--- src/hdl/assert_macros.svh ---
// Assertion macros shared by the power integrator RTL.
// Simulation builds get concurrent assertions; synthesis builds get nothing.
`ifndef ASSERT_MACROS_SVH
`define ASSERT_MACROS_SVH
`ifndef SYNTHESIS
// Condition that must hold at every clock edge outside reset.
`define NPI_ASSERT(lbl, clk, rst, cond) \
  lbl: assert property (@(posedge clk) disable iff (rst) (cond)) \
    else $error("assertion failed");
// Implication checked in the same cycle.
`define NPI_ASSERT_IMP(lbl, clk, rst, ante, cons) \
  lbl: assert property (@(posedge clk) disable iff (rst) (ante) |-> (cons)) \
    else $error("assertion failed");
// Implication whose consequent is checked in the next cycle.
`define NPI_ASSERT_NEXT(lbl, clk, rst, ante, cons) \
  lbl: assert property (@(posedge clk) disable iff (rst) (ante) |=> (cons)) \
    else $error("assertion failed");
`else
`define NPI_ASSERT(lbl, clk, rst, cond)
`define NPI_ASSERT_IMP(lbl, clk, rst, ante, cons)
`define NPI_ASSERT_NEXT(lbl, clk, rst, ante, cons)
`endif
`endif

--- src/hdl/npi_pkg.sv ---
// Shared constants and control types of the noncoherent power integrator.
// No dependencies; every other file of the block but assert_macros.svh uses it.
`timescale 1ns / 1ps
`default_nettype none
package npi_pkg;

  // Sizes of the block.
  localparam int MAX_BINS    = 1024;
  localparam int MAX_SWEEPS  = 64;
  localparam int SAMPLE_BITS = 16;
  localparam int BIN_W       = $clog2(MAX_BINS);
  localparam int SWEEP_W     = $clog2(MAX_SWEEPS);
  localparam int SQ_W        = 2 * SAMPLE_BITS;
  localparam int SUM_W       = 38;
  localparam int POWER_W     = 32;
  localparam int NB_W        = 11;
  localparam int NS_W        = 7;
  localparam int DIV_CNT_W   = $clog2(SUM_W);

  // Configuration register indexes.
  localparam int CFG_IDX_W = 1;
  localparam logic [CFG_IDX_W-1:0] REG_NUM_BINS   = 1'd0;
  localparam logic [CFG_IDX_W-1:0] REG_NUM_SWEEPS = 1'd1;
  localparam int CFG_DATA_W = NB_W;

  // Reset values of the registers.
  localparam logic [NB_W-1:0] NUM_BINS_RST   = NB_W'(1024);
  localparam logic [NS_W-1:0] NUM_SWEEPS_RST = NS_W'(16);

  // Commands from the controller to the datapath.
  typedef struct packed {
    logic accept;     // capture a sample beat and step the bin/sweep counters
    logic mul;        // square the magnitudes
    logic add;        // accumulate and write the bin entry
    logic div_start;  // start the mean division
    logic load_out;   // move the quotient into the output register
  } npi_cmd_t;

  // Status from the datapath to the controller.
  typedef struct packed {
    logic last_sweep; // current item belongs to the last sweep
    logic div_done;   // quotient is ready
    logic out_free;   // output register can take a new beat
  } npi_stat_t;

endpackage
`default_nettype wire

--- src/hdl/npi_ctrl.sv ---
// Controller of the power integrator: sequences accept, square, accumulate,
// divide and output. Depends on npi_pkg for the command and status types.
`timescale 1ns / 1ps
`default_nettype none
`include "assert_macros.svh"
module npi_ctrl (
  input  wire logic               clk,
  input  wire logic               rst,
  input  wire logic               in_valid,
  output logic                    in_ready,
  output npi_pkg::npi_cmd_t       cmd,
  input  wire npi_pkg::npi_stat_t stat
);
  import npi_pkg::*;

  localparam logic [2:0] S_IDLE = 3'd0;
  localparam logic [2:0] S_MUL  = 3'd1;
  localparam logic [2:0] S_ADD  = 3'd2;
  localparam logic [2:0] S_DIV  = 3'd3;
  localparam logic [2:0] S_OUT  = 3'd4;

  logic [2:0] state;
  logic [2:0] state_next;

  // Next state and commands.
  always_comb begin
    state_next = state;
    cmd        = '0;
    in_ready   = 1'b0;
    case (state)
      S_IDLE: begin
        in_ready   = 1'b1;
        cmd.accept = in_valid;
        if (in_valid) state_next = S_MUL;
      end
      S_MUL: begin
        cmd.mul    = 1'b1;
        state_next = S_ADD;
      end
      S_ADD: begin
        cmd.add       = 1'b1;
        cmd.div_start = stat.last_sweep;
        state_next    = stat.last_sweep ? S_DIV : S_IDLE;
      end
      S_DIV: begin
        if (stat.div_done) state_next = S_OUT;
      end
      S_OUT: begin
        if (stat.out_free) begin
          cmd.load_out = 1'b1;
          state_next   = S_IDLE;
        end
      end
      default: state_next = S_IDLE;
    endcase
  end

  // State register.
  always_ff @(posedge clk) begin
    if (rst) begin
      state <= S_IDLE;
    end else begin
      state <= state_next;
    end
  end

  `NPI_ASSERT_IMP(a_div_only_last, clk, rst, state == S_DIV, stat.last_sweep)
  `NPI_ASSERT_IMP(a_load_when_free, clk, rst, cmd.load_out, stat.out_free)
  `NPI_ASSERT_NEXT(a_accept_to_mul, clk, rst, in_valid && in_ready, state == S_MUL)

endmodule
`default_nettype wire

--- config.mk ---
export PLATFORM = sky130hd
export DESIGN_NAME = npi_ctrl
export DESIGN_NICKNAME = d
export VERILOG_FILES = /design/src/hdl/npi_pkg.sv /design/src/hdl/npi_ctrl.sv
export VERILOG_INCLUDE_DIRS = /design/src /design/src/hdl
export SDC_FILE = /design/constraint.sdc
export NUM_CORES = 1
export LEC_CHECK = 0
export ABC_AREA = 1
export BUFFER_PORTS_ARGS = -buffer_cell sky130_fd_sc_hd__clkbuf_2
export CORE_AREA = 2 2 39 41
export DETAILED_ROUTE_END_ITERATION = 8
export DIE_AREA = 0 0 41 43
export PLACE_DENSITY_LB_ADDON = 0.15
export SETUP_SLACK_MARGIN = 0.2
export SYNTH_ARGS = -nofsm -noshare
export SYNTH_HDL_FRONTEND = slang
export SYNTH_SLANG_ARGS = --single-unit
--- constraint.sdc ---
create_clock -name clk -period 1.7 [get_ports clk]
set_input_delay 0.17 -clock clk [delete_from_list [all_inputs] [get_ports clk]]
set_output_delay 0.17 -clock clk [all_outputs]
set_load 0.01 [all_outputs]
# == Yosys cells after proc, flatten, opt, wreduce, memory -nomap -nowiden ==
# Cells that the tools add are included.
# word_totals
register_bits,3
ramBits,0
latch_bits,0
rom_bits,0
in_bits,6
n_memories,0
# classes
addsub,0
n_mul,0
shifts,0
magnitude_cmp,0
bitwise,0
n_reduce_logical,2
eq_ne,7
mux,11
n_div,0
# ops
op,n
$pmux W3 S5,1
$mux W3,3
$eq A3 B2 Y1 const B,2
$ne A2 B2 Y1 const B,3
$mux W1,5
$mux W2,2
$eq A3 B1 Y1 const B,1
$eq A3 B3 Y1 const B,1
$logic_not A3 Y1,1
$reduce_and A3 Y1,1

# == Logic depth before layout (Yosys ltp) ==
# logic_depth
ltp_word,3
mapped_depth,7

# == Worst setup path after synthesis ==
# Ideal clock, no wire load.
# synth_path
path_kind,flip-flop to output port
startpoint,reg state[2]
endpoint,out cmd[0] (netlist name)
setup_slack_ps,646
t_arrival_ps,884
required_time_ps,1530
path_stages_with_launch,3
path_cell_list,dfxtp_1 > inv_1 > nor4_1
# synth_lines
item,line,rtl
from (decl),npi_ctrl.sv:22,logic [2:0] state;
from (signal assigned),npi_ctrl.sv:63,state <= state_next;
to (decl),npi_ctrl.sv:11,"output npi_pkg::npi_cmd_t cmd,"

==> impl_results.md <==
- Post-synth top area share: between 20 and 30%
- Drt pass-1 iters: 4
- Max H-tree Level: 1
- Crit-path max FO: 5
- Max reg flops: 3
- Post-CTS Setup Repair Bufs: 0
- CTS tree: built
- CP delay by family, top: flip-flops
- Max-Slew Margin vs Limit: a little over four fifths
- Clk sinks: 3
- Data arrival, critical path: approximately 1.2 ns
- Crit start category: register
- Top FF cell, synth: dfxtp_1
- Worst skew pair latency: roughly 0.24 ns
- Top reg by flops: state
- Cells after Synth: 38
- Synth area leaders: dfxtp_1 27%, inv_1 17%, nor2_1 12%, nand2_1 10%, nand3_2 9.0%
- Placer Congestion: roughly 0.66
- IO buf count: 11
- Post-synth top cells: 10 x inv_1, 7 x nor2_1, 6 x nand2_1
- Synth async-reset ratio: 0%
- Max_cap viols: 0
- Congestion Overflow GR: 0
- Fin crit share: 79.4%
- Syn avg cell area: slightly below 6 um2
- #FFs+latches synth: 3
- Syn_nets: 44
- Initial antenna violation count: 0
- Worst r2r src: state[1]$_SDFFE_PP0P_
- P_leak: between 0.2 and 0.25 nW
- IO Pins: 12
- Largest registers: state (3)
- Distinct cell type count after synthesis: 12
- Fillers: approximately 170
- Nets: 60
- Routed via count: 270
- CTS Buffer Depth: 2
- CTS buffer count: 3
- Hold depth: 4
- Flop2flop setup slack: about 0.63 ns
- Critical path buffers and inverters: 2
- Slowest stage delay, CP: approximately 0.40 ns
- Hold crit path type: input port to register
- Post-synth EDFFs: 0
- CP cell instances: inv_1, nor4_1, clkbuf_2
- Final WL: 523 um
- Hold Startpoint: rst
- Maximum VDD drop: roughly 0.37 mV
- Core area: roughly 1400 um2
- Least-Margin Pin Slew: ~0.24 ns
- N_diodes: 0
- Total track usage: approximately 7.6%
- Critical-path top delay cell: dfxtp_1
- DRT antenna net count: 0
- FF-to-FF path depth: 7
- DRC: 0
- Power per standard cell area: about 1700 nW/um2
- First-pass GRT wire length: between 700 and 800 um
- Count leader, synth: inv_1
- Dpl ws: just over 0.6 ns
- Die X-Extent: between 40 and 50 um
- Inst Count DP: 65
- FP Rows: 14
- Post-CTS Hold Fix Bufs: 0
- Post-CTS resize count: 0
- Die H: 43 um
- Post-DP HPWL: 435 um
- Minimum clock period: ~1.4 ns
- Iteration-0 DRC Markers: 4
- Final Instance Count excl. Fillers: a little under 70
- Status: completed
- Footprint of the multi-input gates: 124 um2
- Mapped Area: between 200 and 250 um2
- Setup TNS: 0 ns
- Max Slew Vio Count: 0
- RSZ-0062 raised after global routing: false
- Final setup violation count: 0
- Setup ws final: approximately 0.35 ns
- Share of post-route cells with drive strength above 1: 35.8%
- Leading area contributor after synthesis: dfxtp_1
- F_max: between 700 and 800 MHz
- Final Hold Viols: 0
- Vias per cell: between 3 and 4
- Crit path kind: register to output port
- Die Footprint: about 1800 um2
- Hold EP: state[1]$_SDFFE_PP0P_
- Largest net degree at the start of global routing: 8
- Vias in the first global route: roughly 210
- Total Power: 0.000552 W
- Root Driver: clkbuf_4
- Initial core utilization: roughly 16%
- Worst-path clk slew: approximately 0.040 ns
- Layout area overhead: 45.8%
- Seq/Total Area, Yosys: roughly 27%
- Synth warn: 0
- Reg area: approximately 60 um2
- Reg2Reg Capture Point: state[0]$_SDFFE_PP0P_
- WL/cell: approximately 7.6 um
- Data required time of the critical path: around 1.5 ns
- Clk_skew: 0.00658 ns
- Crit end category: output port
placed cells by master, fill, tap and decap left out, drive strengths merged:
cell type	n
inv	10
nor4	1
nand3	5
nand2	7
dfxtp	3
o21ai	2
nor2	9
nor3	1
clkbuf	15
power breakdown:
group	leakage (nW)	internal (W)	switching, W	total [W]
Sequential	0.0248	0.0000989	0.0000405	0.000139
Clock	0.0150	0.0000882	0.0000409	0.000129
Combinational	0.164	0.000112	0.000172	0.000284
Total	0.204	0.000299	0.000253	0.000552
per-layer routing:
metal	part of all wire, %	track usage, %	wire length [um]	vias up
met5	0	0	0	-
met4	4.4	12.0	23	0
li1	-	-	-	144
met3	6.3	3.14	33	3
met1	43	7.72	225	110
met2	46	8.75	241	13
worst max-delay path by stage:
stage	start	endpoint	slack, ns	cells past startpoint
detailed placement	state[2]$_SDFFE_PP0P_	cmd[0]	0.61	3
global placement	state[2]$_SDFFE_PP0P_	cmd[0]	0.53	3
global route	state[2]$_SDFFE_PP0P_	cmd[0]	0.24	3
finish	state[2]$_SDFFE_PP0P_	cmd[0]	0.35	3
CTS	state[2]$_SDFFE_PP0P_	cmd[0]	0.34	3
floorplan	state[2]$_SDFFE_PP0P_	cmd[0]	0.65	2
area by class of cell:
class | instances | area share [%]
well taps | 16 | 6.20
repair buffers | 11 | 17.1
inverters | 10 | 11.6
multi-input cells | 25 | 38.4
clock buffers | 4 | 8.14
flip-flops and latches | 3 | 18.6
metrics by stage:
| stage | utilization (%) | cell area (um2) | hold WS, ns |
|---|---|---|---|
| global placement | 21.4 | 297 | 0.458 |
| finish | 23.3 | 323 | 0.208 |
| CTS | 23.3 | 323 | 0.212 |
| global route | 23.3 | 323 | 0.224 |
| floorplan | - | 221 | 0.350 |
| detailed placement | 21.4 | 297 | 0.459 |
cells by family after synthesis:
logic type,count (synthesis),share of synthesized area [%]
buffers and inverters,10,17.0
AOI/OAI and AO/OA,2,4.52
and+or+nand+nor,23,51.4
DFF,3,27.1
tightest hold or removal path, stage by stage:
cell and delay, ns:
clkbuf_2 0.07, inv_1 0.05, o21ai_1 0.07, inv_1 0.04
(Power assumes the default switching activity.)
